$ cat config.mk
export PLATFORM = sky130hd
export DESIGN_NAME = pwsc_ctrl
export DESIGN_NICKNAME = d
export VERILOG_FILES = /design/src/hw/rtl/pwsc_pkg.sv /design/src/hw/rtl/pwsc_ctrl.sv
export VERILOG_INCLUDE_DIRS = /design/src /design/src/hw/rtl
export SDC_FILE = /design/constraint.sdc
export NUM_CORES = 1
export LEC_CHECK = 0
export BUFFER_PORTS_ARGS = -buffer_cell sky130_fd_sc_hd__buf_2
export CAP_MARGIN = 10
export CORE_MARGIN = 8
export CORE_UTILIZATION = 50
export CTS_CLUSTER_SIZE = 8
export DETAILED_ROUTE_END_ITERATION = 16
export PLACE_DENSITY = 0.75
export SLEW_MARGIN = 5
export SYNTH_ARGS = -nofsm -noshare
export SYNTH_HDL_FRONTEND = slang
export SYNTH_SLANG_ARGS = --single-unit
export TNS_END_PERCENT = 10
$ cat constraint.sdc
create_clock -name clk_i -period 2.9 [get_ports clk_i]
set_clock_uncertainty 0.05 [all_clocks]
set_input_delay 0.58 -clock clk_i [delete_from_list [all_inputs] [get_ports clk_i]]
set_output_delay 0.58 -clock clk_i [all_outputs]
set_load 0.1 [all_outputs]
$ cat src/hw/rtl/position_weighted_site_checksum_macros.svh
// Assertion helpers shared by the checksum block
`ifndef POSITION_WEIGHTED_SITE_CHECKSUM_MACROS_SVH
`define POSITION_WEIGHTED_SITE_CHECKSUM_MACROS_SVH

// Check that a condition implies a property on the same edge
`define PWSC_ASSERT_IMPL(label, clk, rst_n, cond, prop, msg) \
  label: assert property (@(posedge clk) disable iff (!rst_n) (cond) |-> (prop)) \
    else $error(msg);

// Check that a condition implies a property on the next edge
`define PWSC_ASSERT_NEXT(label, clk, rst_n, cond, prop, msg) \
  label: assert property (@(posedge clk) disable iff (!rst_n) (cond) |=> (prop)) \
    else $error(msg);

`endif

$ cat src/hw/rtl/pwsc_pkg.sv
`timescale 1ns / 1ps
// ----------------------------------------------------------------------------
// pwsc_pkg
// Shared types, constants and helpers of the site checksum block.
// ----------------------------------------------------------------------------
package pwsc_pkg;

  localparam int unsigned ExtentBits = 12;
  localparam int unsigned NumDims    = 5;
  localparam int unsigned DivCount   = 32;
  localparam int unsigned DivCntW    = $clog2(DivCount + 1);
  localparam int unsigned DimW       = 3;

  // Configuration register indexes
  typedef enum logic [2:0] {
    CFG_BYTE_SWAP     = 3'd0,
    CFG_FORMAT_KNOWN  = 3'd1,
    CFG_FIVE_DIM      = 3'd2,
    CFG_LOCAL_EXTENTS = 3'd3,
    CFG_NODE_COORDS   = 3'd4,
    CFG_NODE_GRID     = 3'd5
  } cfg_idx_e;

  typedef enum logic [3:0] {
    ST_ACCUM,
    ST_DIV_START,
    ST_DIV_RUN,
    ST_DIV_DONE,
    ST_COMB_INIT,
    ST_COMB_MUL1,
    ST_COMB_MUL2,
    ST_FINAL_MUL,
    ST_OUT
  } state_e;

  // Commands from the controller to the datapath
  typedef struct packed {
    logic            accum;     // take an input word
    logic            latch_id;  // capture site id for the last word
    logic            div_load;  // load divider with current dimension
    logic            div_step;  // one restoring step
    logic            div_store; // store remainder part and quotient
    logic            comb_init; // start recombination
    logic            comb_mul1; // g * grid
    logic            comb_mul2; // * extent + part
    logic            fin_mul;   // sum * (gid + 1)
    logic [DimW-1:0] dim;
  } cmd_t;

  typedef struct packed {
    logic use_given;
  } sts_t;

  function automatic logic [31:0] reverse_bytes(input logic [31:0] w);
    reverse_bytes = {w[7:0], w[15:8], w[23:16], w[31:24]};
  endfunction

endpackage

$ cat src/hw/rtl/pwsc_ctrl.sv
`timescale 1ns / 1ps
// ----------------------------------------------------------------------------
// pwsc_ctrl
// Sequencer: accumulate words, divide per dimension and recombine (or use the given id), emit result.
// ----------------------------------------------------------------------------
`include "position_weighted_site_checksum_macros.svh"
module pwsc_ctrl
  import pwsc_pkg::*;
(
  input  logic clk_i,
  input  logic rst_ni,
  input  logic in_valid_i,
  input  logic last_word_i,
  output logic in_stall_o,
  output logic out_valid_o,
  input  logic out_stall_i,
  input  sts_t sts_i,
  output cmd_t cmd_o
);

  state_e              state_q, state_d;
  logic [DimW-1:0]     dim_q, dim_d;
  logic [DivCntW-1:0]  cnt_q, cnt_d;
  logic                take;

  assign take = in_valid_i && (state_q == ST_ACCUM);

  always_ff @(posedge clk_i or negedge rst_ni) begin
    if (!rst_ni) begin
      state_q <= ST_ACCUM;
      dim_q   <= '0;
      cnt_q   <= '0;
    end else begin
      state_q <= state_d;
      dim_q   <= dim_d;
      cnt_q   <= cnt_d;
    end
  end

  // Next state and commands
  always_comb begin
    state_d     = state_q;
    dim_d       = dim_q;
    cnt_d       = cnt_q;
    cmd_o       = '0;
    cmd_o.dim   = dim_q;
    in_stall_o  = 1'b1;
    out_valid_o = 1'b0;
    case (state_q)
      ST_ACCUM: begin
        in_stall_o = 1'b0;
        if (take) begin
          cmd_o.accum = 1'b1;
          if (last_word_i) begin
            cmd_o.latch_id = 1'b1;
            dim_d   = '0;
            state_d = ST_DIV_START;
          end
        end
      end
      ST_DIV_START: begin
        if (sts_i.use_given) begin
          state_d = ST_FINAL_MUL;
        end else begin
          cmd_o.div_load = 1'b1;
          cnt_d   = '0;
          state_d = ST_DIV_RUN;
        end
      end
      ST_DIV_RUN: begin
        cmd_o.div_step = 1'b1;
        cnt_d = cnt_q + DivCntW'(1);
        if (cnt_q == DivCntW'(DivCount - 1)) state_d = ST_DIV_DONE;
      end
      ST_DIV_DONE: begin
        cmd_o.div_store = 1'b1;
        if (dim_q == DimW'(NumDims - 1)) begin
          state_d = ST_COMB_INIT;
        end else begin
          dim_d   = dim_q + DimW'(1);
          state_d = ST_DIV_START;
        end
      end
      ST_COMB_INIT: begin
        cmd_o.comb_init = 1'b1;
        dim_d   = DimW'(3);
        state_d = ST_COMB_MUL1;
      end
      ST_COMB_MUL1: begin
        cmd_o.comb_mul1 = 1'b1;
        state_d = ST_COMB_MUL2;
      end
      ST_COMB_MUL2: begin
        cmd_o.comb_mul2 = 1'b1;
        if (dim_q == '0) begin
          state_d = ST_FINAL_MUL;
        end else begin
          dim_d   = dim_q - DimW'(1);
          state_d = ST_COMB_MUL1;
        end
      end
      ST_FINAL_MUL: begin
        cmd_o.fin_mul = 1'b1;
        state_d = ST_OUT;
      end
      ST_OUT: begin
        out_valid_o = 1'b1;
        if (!out_stall_i) state_d = ST_ACCUM;
      end
      default: state_d = ST_ACCUM;
    endcase
  end

  `PWSC_ASSERT_IMPL(a_no_take_busy, clk_i, rst_ni, state_q != ST_ACCUM, in_stall_o, "input taken while busy")
  `PWSC_ASSERT_NEXT(a_last_starts, clk_i, rst_ni, take && last_word_i, state_q == ST_DIV_START, "last word did not start id work")
  `PWSC_ASSERT_NEXT(a_fin_to_out, clk_i, rst_ni, cmd_o.fin_mul, out_valid_o, "result not presented")
  `PWSC_ASSERT_IMPL(a_dim_range, clk_i, rst_ni, 1'b1, dim_q < DimW'(NumDims), "dimension out of range")

endmodule

# Yosys cells after proc, flatten, opt, wreduce, memory -nomap -nowiden
# Index checks and enable logic that the tools add are counted.
# word_totals
ff_bits	13
latchBits	0
ramBits	0
rom_bits	0
output_inout_bits	14
n_memories	0
# classes
addsub	3
mul	0
div_mod_pow	0
order_cmp	0
eq_ne	17
shift	0
n_mux	28
n_bitwise	0
n_reduce_logical	8
# ops
op	n
one-hot mux 4 bit (9 select lines)	1
two-way mux 3 bit	6
equality test 4 x 3 -> 1 bit, second input constant	4
two-way mux 4 bit	4
inequality test 2 bit, second input constant	7
one-hot mux 3 bit (4 select lines)	1
one-hot mux 6 bit (2 select lines)	1
two-way mux 1 bit	11
equality test 4 x 2 -> 1 bit, second input constant	2
adder 6 x 1 -> 6 bit, second input constant	1
equality test 6 x 5 -> 1 bit, second input constant	1
two-way mux 2 bit	3
two-way mux 6 bit	1
AND reduction 5 bit	1
equality test 4 x 1 -> 1 bit, second input constant	1
equality test 4 bit, second input constant	1
zero test 4 bit	1
AND reduction 4 bit	1
nonzero test 4 bit	1
adder 3 x 1 -> 3 bit, second input constant	1
equality test 3 bit, second input constant	1
zero test 3 bit	1
subtractor 3 x 1 -> 3 bit, second input constant	1
AND reduction 2 bit	1
other kinds (2)	2

# Logic depth before layout (Yosys ltp)
# Gate-level depths: netlist of the first run.
# depth
word_depth	4
ltp_mapped	9
depth_no_buf	8

# Worst setup path before layout of the first run
# OpenSTA, ideal clock, no wires.
# synth_path
kind	input -> register
startpoint	input sts_i
endpoint	register cnt_q[4]
setup_time_ps	279
arrival_time_ps	3890
path_slack_ps	-1319
stages	2
path_buffers	0
cell_sequence	nor4_1 > o22ai_1
# synth_between
elab_chain_len	2
# synth_rtl
element	line_no	rtl
start, declared	pwsc_ctrl.sv:17	input sts_t sts_i,
inequality test 2 bit (no source line)	n/a	
AND reduction 2 bit (no source line)	n/a	
end signal, assigned	pwsc_ctrl.sv:36	cnt_q <= cnt_d;
end, declared	pwsc_ctrl.sv:23	logic [DivCntW-1:0] cnt_q, cnt_d;
# No other way between the ends.
# A chain may end at the register's enable or synchronous reset.

# Worst setup path in the final report of the first run
# layout_path
startpoint	register state_q[0]
endpoint	output out_valid_o
# layout_between
elab_chain_len	2
# layout_rtl
element	line_no	rtl
start, declared	pwsc_ctrl.sv:21	state_e state_q, state_d;
start signal, assigned	pwsc_ctrl.sv:34	state_q <= state_d;
equality test 4 bit	pwsc_ctrl.sv:49	case (state_q)
two-way mux 1 bit	pwsc_ctrl.sv:49	
end, declared	pwsc_ctrl.sv:15	output logic out_valid_o,
# No other way between the ends.

==> results.toml, run 1 <==
[global_routing]
antenna_found_initial = 0
use_met3 = 0.0217
top_usage_layer = "met2"
grt_pass1_wl_um = 3520
grtUsageTotal = 0.128
use_met1 = 0.151
grt_pass1_vias = 785
globalRouteMet2Util = 0.222
grt_max_degree = 15
grt_overflow_total = 0

[detailed_routing]
ant_nets = 0
dr.pass1.iters = 4
wl_um = 2050
post_drt_wl_per_cell_um = 13.8
drc = 0
drt_iter0_drc = 22
vias_per_cell = 5.52
vias = 823

[setup_path]
r2r_setup_slack_ns = 0.77
crit_buf_inv = 1
r2r.worst_path.cells = 8
crit_path_start_kind = "register"
cp_max_fo = 14
cp_slowest_stage_delay_ns = 0.52
worstPathArrival_ns = 1.80
path_cells = "nor2_1, and3_2, buf_2"
r2r_start = "state_q[2]$_DFFE_PN0P_"
end_kind = "output port"
timing.rr.end = "dim_q[2]$_DFFE_PN0P_"
crit_required_ns = 2.27
crit_slowest_cell = "dfrtp_1"
worstSetupPathType = "reg -> out"
crit_family = "simple AND/OR/NAND/NOR gates"

[cells_and_area]
nets = 133
instances_no_fill = 149
multi_input_area_um2 = 518
drive_gt1_frac = 0.258
seq_area_um2 = 325
fillers = 160
syn_to_final_growth_pct = 14.1
n_antenna_cell = 0

[sta]
setup_viol = 0
rsz0062_at_grt = "false"
finalMaxSlewViolations = 0
final-hold-violation-count = 0
finalCritPeriodShare = 0.839
worst_slack_ns = 0.468
fmax_mhz = 411
holdWs_ns = 0.136
tightest_slew_ns = 0.572
fin_crit_ns = 2.43
relSlewSlack = 0.619

[yosys]
ys_seq_area_frac = 0.363
synth_seq_cells = 13
yosysUniqueCellTypes = 40
syn_area_um2 = 896
synthCells = 105
yosys_warnings = 0
avgSynthCellArea_um2 = 8.53
synth_nets = 113

[placed_design]
io_buffers = 19
dp_slack_ns = 0.761
place_inst = 145
hpwl_um = 1640
routabilityCongestion = 0.885

[clock_network]
cts_sinks = 13
cts_hold_buf = 0
cts_root_buf = "clkbuf_4"
cts_tree = "built"
cts_resized = 0
cts_buffers = 3
clkTransAtPathRegs_ns = 0.08
cts_buffer_depth = 2
htreeDepth = 1
post-cts-setup-buffers = 0
insertion_delay_ns = 0.26

[outcome]
outcome = "finished clean"

[floorplanning]
die_area_mm2 = 0.00340
rows = 15
fp.dieW_um = 58.3
ios = 20
core_mm2 = 0.00171
initial_utilization = 0.525
die_h_um = 58.3

[worst_hold_path]
hp-class = "in -> async"

[job]
cap_violations = 0
==> worst max-delay path by stage <==
stage	start	to	slack, ns	cells past startpoint
detailed placement	state_q[0]$_DFFE_PN0P_	out_valid_o	0.76	3
global route	state_q[0]$_DFFE_PN0P_	cmd_o[9]	0.30	3
floorplan	state_q[0]$_DFFE_PN0P_	cmd_o[10]	-0.63	4
CTS	state_q[0]$_DFFE_PN0P_	cmd_o[9]	0.45	3
finish	state_q[0]$_DFFE_PN0P_	out_valid_o	0.47	3
global placement	sts_i	cmd_o[9]	0.79	3
==> flip-flops by register name (all words and copies together), names as in the netlist <==
register and flops:
cnt_q 6, dim_q 3, state_q 4
==> metrics by stage <==
step / cell area [um2] / utilization / TNS, ns
floorplan: 902 / - / -1.13
global placement: 996 / 0.583 / 0
detailed placement: 996 / 0.583 / 0
CTS: 1020 / 0.599 / 0
global route: 1020 / 0.599 / 0
finish: 1020 / 0.599 / 0
==> Yosys cell counts (all sizes together) <==
| cell type | count | share of area |
|---|---|---|
| inv | 7 | 0.029 |
| xor2 | 1 | 0.0098 |
| nor3b | 1 | 0.0084 |
| and2b | 1 | 0.0084 |
| o211a | 1 | 0.011 |
| o2bb2ai | 1 | 0.0098 |
| nor2 | 11 | 0.063 |
| and3 | 2 | 0.015 |
| or2b | 1 | 0.0084 |
| o211ai | 2 | 0.022 |
| nand3 | 3 | 0.017 |
| dfrtp | 13 | 0.36 |
| o21ai | 9 | 0.050 |
| a22oi | 2 | 0.017 |
| a31oi | 2 | 0.014 |
| a21oi | 4 | 0.022 |
| or4 | 1 | 0.013 |
| buf | 4 | 0.036 |
| nand2 | 16 | 0.070 |
| o22ai | 5 | 0.042 |
| o31ai | 1 | 0.0084 |
| nor4 | 1 | 0.0070 |
| nor3 | 2 | 0.011 |
| nor2b | 1 | 0.0070 |
| nand2b | 3 | 0.029 |
| nand4 | 1 | 0.0070 |
| ha | 2 | 0.028 |
| a21o | 1 | 0.0084 |
| xnor2 | 1 | 0.0098 |
| a2bb2oi | 2 | 0.020 |
| a211oi | 1 | 0.0084 |
| a22o | 1 | 0.0098 |
| mux2 | 1 | 0.017 |
==> kinds of logic after synthesis <==
kind of cell / after synthesis / synth area share
AO/OA/AOI/OAI: 32 / 0.243
XOR/XNOR: 2 / 0.0196
adder cells (fa/ha/maj): 2 / 0.0279
buffers and inverters: 11 / 0.0656
flip-flops: 13 / 0.363
multiplexers: 1 / 0.0168
AND/OR/NAND/NOR: 44 / 0.264
==> worst register-to-register path: stages (launching register included) <==
cell	delay [ns]
dfrtp_1	0.71
nand2b_4	0.15
nor2_4	0.19
xnor2_1	0.14
ha_1	0.18
nor2_1	0.04
mux2_4	0.26
o211a_1	0.21
o22ai_2	0.12
==> layer usage <==
| metal | part of all wire | up-vias |
|---|---|---|
| met5 | 0 | - |
| met4 | 0.0058 | 0 |
| met3 | 0.051 | 2 |
| met2 | 0.52 | 17 |
| met1 | 0.42 | 388 |
| li1 | - | 416 |
==> final cells by class <==
type / instances / share of cell area
well taps: 25 / 0.0306
inverters: 7 / 0.0257
multi-input cells: 81 / 0.507
flip-flops and latches: 13 / 0.318
repair buffers: 19 / 0.0930
clock buffers: 4 / 0.0257
==> layout by cell type (no fill, tap or decap), drive strengths merged, types with 2 or more instances in the layout <==
cell / n
o21ai: 9
nor2: 11
a2bb2oi: 2
clkbuf: 4
ha: 2
and3: 2
o22ai: 5
nand3: 3
dfrtp: 13
buf: 19
nor3: 2
inv: 7
a31oi: 2
a22oi: 2
nand2b: 3
o211ai: 2
a21oi: 4
nand2: 16
Power of run 1 is left out: the tool's default activity adds up to more than one toggle a clock period on the data nets, which glitch-free logic cannot reach.
==> run 2, diff against run 1 <==
==> constraint.sdc (replaced) <==
create_clock -name clk_i -period 2.5 [get_ports clk_i]
set_clock_uncertainty 0.05 [all_clocks]
set_input_delay 0.5 -clock clk_i [delete_from_list [all_inputs] [get_ports clk_i]]
set_output_delay 0.5 -clock clk_i [all_outputs]
set_load 0.1 [all_outputs]
==> results.toml, run 2 (synthesis results as in run 1) <==
[setup_path]
end_kind = "output port"
crit_required_ns = 1.95
crit_slowest_cell = "dfrtp_1"
r2r.worst_path.cells = 8
worstSetupPathType = "reg -> out"
cp_slowest_stage_delay_ns = 0.53
crit_family = "simple AND/OR/NAND/NOR gates"
cp-startpoint = "state_q[0]$_DFFE_PN0P_"
r2r_start = "state_q[2]$_DFFE_PN0P_"
cp_max_fo = 14
crit_path_start_kind = "register"
r2r_setup_slack_ns = 0.38
worstPathArrival_ns = 1.82
crit_buf_inv = 1
timing.rr.end = "dim_q[2]$_DFFE_PN0P_"
path_cells = "nor2_1, and3_2, buf_2"

[cells_and_area]
final_common_cell = "buf_2"
top_regs = "cnt_q x6, state_q x4, dim_q x3"
nets = 133
drive_gt1_frac = 0.274
syn_to_final_growth_pct = 15.5
largest_reg_flops = 6
mostFrequentLayoutCells = "17 x buf_2, 15 x nand2_1, 13 x dfrtp_1"
largest-register = "cnt_q"
instances_no_fill = 149
n_antenna_cell = 0

[sta]
fin_crit_ns = 2.37
final-hold-violation-count = 0
fmax_mhz = 423
finalMaxSlewViolations = 0
finalCritPeriodShare = 0.947
fin_tns_setup_ns = 0
relSlewSlack = 0.624
setup_viol = 0
holdWs_ns = 0.0520
rsz0062_at_grt = "false"
tightest_slew_ns = 0.565

[global_routing]
grt_pass1_wl_um = 3260
antenna_found_initial = 0
grtUsageTotal = 0.118
grt_overflow_total = 0
grt_max_degree = 15
grt_pass1_vias = 764

[worst_hold_path]
hp-class = "in -> async"

[placed_design]
io_buffers = 19
hpwl_um = 1610
routabilityCongestion = 0.895
place_inst = 145

[detailed_routing]
drc = 0
post_drt_wl_per_cell_um = 13.5
dr.pass1.iters = 4
vias = 853
drt_iter0_drc = 20
vias_per_cell = 5.72
wl_um = 2010
ant_nets = 0

[clock_network]
cts_sinks = 13
cts_resized = 0
cts_root_buf = "clkbuf_4"
cts_hold_buf = 0
clkTransAtPathRegs_ns = 0.07
post-cts-setup-buffers = 0
cts_buffers = 3
cts_buffer_depth = 2
htreeDepth = 1
cts_tree = "built"
insertion_delay_ns = 0.26

[floorplanning]
rows = 15
initial_utilization = 0.525
die_area_mm2 = 0.00340
die_h_um = 58.3
ios = 20
core_mm2 = 0.00171
fp.dieW_um = 58.3

[outcome]
outcome = "finished clean"

[job]
cap_violations = 0
-- run 2: cell type report --
cell class,instances,area [um2]
inverter,7,26.3
fill,156,673
multi-input combinational,81,526
sequential,13,325
timing repair buffer,19,100
tap,25,31.3
clock buffer,4,26.3
-- run 2: worst max path at each step --
stage / to / slack, ns / depth (start not counted)
4_1_cts: cmd_o[10] / 0.12 / 4
3_5_place_dp: dim_q[2]$_DFFE_PN0P_ / 0.40 / 8
2_1_floorplan: cmd_o[10] / -0.51 / 4
5_1_grt: cmd_o[9] / 0.04 / 3
3_3_place_gp: out_valid_o / 0.45 / 3
6_report: out_valid_o / 0.13 / 3
-- run 2: metal layers --
| layer | vias up | GRT usage | share of wire |
|---|---|---|---|
| met1 | 397 | 0.136 | 0.41 |
| li1 | 417 | - | - |
| met2 | 33 | 0.203 | 0.50 |
| met3 | 6 | 0.0196 | 0.069 |
| met4 | 0 | 0.0594 | 0.021 |
| met5 | - | 0 | 0 |
-- run 2: stage by stage --
stage	worst slack, ns	cell area [um2]	util
detailed placement	0.405	1000	0.588
floorplan	-0.508	910	-
global placement	0.453	1000	0.588
CTS	0.118	1030	0.603
global route	0.0392	1030	0.606
finish	0.134	1030	0.606
Power of run 2 is left out for the same reason.
==> run 3, diff against run 2 <==
--- a/config.mk
+++ b/config.mk
@@ -6,13 +6,15 @@
 export SDC_FILE = /design/constraint.sdc
 export NUM_CORES = 1
 export LEC_CHECK = 0
+export ABC_AREA = 1
+export ABC_CLOCK_PERIOD_IN_PS = 2500
 export BUFFER_PORTS_ARGS = -buffer_cell sky130_fd_sc_hd__buf_2
 export CAP_MARGIN = 10
 export CORE_MARGIN = 8
 export CORE_UTILIZATION = 50
 export CTS_CLUSTER_SIZE = 8
 export DETAILED_ROUTE_END_ITERATION = 16
-export PLACE_DENSITY = 0.75
+export PLACE_DENSITY = 0.74
 export SLEW_MARGIN = 5
 export SYNTH_ARGS = -nofsm -noshare
 export SYNTH_HDL_FRONTEND = slang
==> results.toml, run 3 <==
[outcome]
outcome = "finished clean"

[clock_network]
cts_tree = "built"
cts_buffer_depth = 2
insertion_delay_ns = 0.28
htreeDepth = 1
cts_root_buf = "clkbuf_4"
cts_sinks = 13
cts_buffers = 3
cts_hold_buf = 0
clkTransAtPathRegs_ns = 0.08

[yosys]
yosys.area.top_type = "dfrtp_1"
synth_common_cells = "39 x nand2_1, 18 x inv_1, 17 x nor2_1"
avgSynthCellArea_um2 = 6.77
synthCells = 136
synth_seq_cells = 13
yosysUniqueCellTypes = 20
yosysMostFrequentCell = "nand2_1"
ys_seq_area_frac = 0.353
synth-async-reset-ratio = 1.00
synth_ff_type = "dfrtp_1"
synth_top_area_frac = 0.353
yosys_warnings = 0
synth_nets = 144
syn_area_um2 = 921
synth-edff-count = 0
synth_area_leaders = "dfrtp_1 35%, nand2_1 16%, inv_1 7.3%, nor2_1 6.9%, nand3_1 6.5%"

[detailed_routing]
vias_per_cell = 4.80
ant_nets = 0
post_drt_wl_per_cell_um = 11.0
wl_um = 2030
dr.pass1.iters = 4
drc = 0
drt_iter0_drc = 23
vias = 884

[setup_path]
path_cells = "nor2_1, nand2_2, nor3b_4, clkbuf_4"
cp_slowest_stage_delay_ns = 0.48
crit_slowest_cell = "dfrtp_1"
r2r.worst_path.cells = 10
crit_path_start_kind = "register"
cp_max_fo = 7
crit_required_ns = 1.95
worstPathArrival_ns = 1.81
r2r_start = "state_q[1]$_DFFE_PN0P_"
end_kind = "output port"
timing.rr.end = "dim_q[1]$_DFFE_PN0P_"
r2r_setup_slack_ns = 0.86
worstSetupPathType = "reg -> out"

[floorplanning]
initial_utilization = 0.533
die_h_um = 58.9
ios = 20
fp.dieW_um = 58.9
rows = 15
core_mm2 = 0.00173
die_area_mm2 = 0.00347

[global_routing]
antenna_found_initial = 0
grt_pass1_wl_um = 3440
grt_max_degree = 14
grtUsageTotal = 0.126
grt_pass1_vias = 832
grt_overflow_total = 0

[cells_and_area]
drive_gt1_frac = 0.296
largest_reg_flops = 6
fillers = 181
multi_input_area_um2 = 546
seq_area_um2 = 325
top_regs = "cnt_q x6, state_q x4, dim_q x3"
n_antenna_cell = 0
mostFrequentLayoutCells = "38 x nand2_1, 18 x inv_1, 18 x buf_2"
largest-register = "cnt_q"
nets = 168
final_common_cell = "nand2_1"
syn_to_final_growth_pct = 20.9

[job]
cap_violations = 0

[sta]
fin_crit_ns = 2.36
fmax_mhz = 424
fin_tns_setup_ns = 0
setup_viol = 0
tightest_slew_ns = 0.493
final-hold-violation-count = 0
rsz0062_at_grt = "false"
finalMaxSlewViolations = 0
relSlewSlack = 0.674
finalCritPeriodShare = 0.943

[placed_design]
hpwl_um = 1710
routabilityCongestion = 0.907
io_buffers = 19

[worst_hold_path]
hp-class = "in -> async"
-- run 3: changes by cell type after synthesis, sizes merged, moves of 2 or more --
cell	change
nand2	+33
inv	+16
nand3	+10
nor2	+10
o22ai	-5
buf	-4
nand2b	-3
o21ai	-3
a21oi	-2
a22oi	-2
a2bb2oi	-2
and3	-2
nand4	+2
nor3	-2
-- run 3: worst max-delay path by stage --
stage | slack [ns] | cells past startpoint | startpoint | to
after detailed placement | 0.37 | 4 | state_q[0]$_DFFE_PN0P_ | cmd_o[10]
after global placement | 0.44 | 4 | state_q[0]$_DFFE_PN0P_ | cmd_o[10]
after CTS | 0.06 | 4 | state_q[0]$_DFFE_PN0P_ | cmd_o[10]
after global routing | 0.04 | 4 | state_q[0]$_DFFE_PN0P_ | cmd_o[10]
after floorplan | -0.14 | 3 | state_q[0]$_DFFE_PN0P_ | cmd_o[10]
final | 0.14 | 4 | state_q[0]$_DFFE_PN0P_ | cmd_o[10]
-- run 3: timing repair --
| action | CTS | global route |
|---|---|---|
| setup buffers | 0 | 0 |
| hold endpoints to repair | 0 | 0 |
| endpoints found under the setup margin | 0 | 1 |
| resized for setup | 0 | 1 |
-- run 3: worst max-delay path, delay by kind of cell, from the launching register on --
family / cells / cell delay, ns
flip-flops: 1 / 0.48
AND/OR/NAND/NOR: 3 / 0.69
buffers and inverters: 1 / 0.35
-- run 3: area by class of cell --
cell class              count  area share
repair buffers             19      0.0876
multi-input cells         100       0.490
inverters                  23      0.0775
clock inverters             1     0.00449
flip-flops and latches     13       0.292
clock buffers               3      0.0202
well taps                  25      0.0281
-- run 3: stage by stage --
stage | worst slack [ns] | util | hold slack, ns | instances | instance area (um2)
2_1_floorplan | -0.137 | - | 0.154 | 136 | 957
3_3_place_gp | 0.437 | 0.628 | 0.350 | 180 | 1080
3_5_place_dp | 0.373 | 0.628 | 0.351 | 180 | 1080
4_1_cts | 0.0613 | 0.643 | 0.0437 | 184 | 1110
5_1_grt | 0.0438 | 0.645 | 0.0558 | 184 | 1110
6_report | 0.143 | 0.645 | 0.0381 | 184 | 1110
-- run 3: per-layer routing --
| metal | up-vias | track usage | routed length, um |
|---|---|---|---|
| met2 | 18 | 0.212 | 985 |
| met5 | - | 0 | 0 |
| met3 | 5 | 0.0304 | 104 |
| met4 | 0 | 0.0717 | 41 |
| li1 | 471 | - | - |
| met1 | 390 | 0.141 | 896 |
-- run 3: logic make-up (layout without fill, tap and decap cells) --
kind of cell / after synthesis / in the layout / share of synthesized area
compound gates: 10 / 10 / 0.0584
fa+ha+maj: 2 / 2 / 0.0272
buf+inv: 23 / 46 / 0.0937
flops: 13 / 13 / 0.353
simple gates: 88 / 88 / 0.467
Power of run 3 is left out for the same reason.
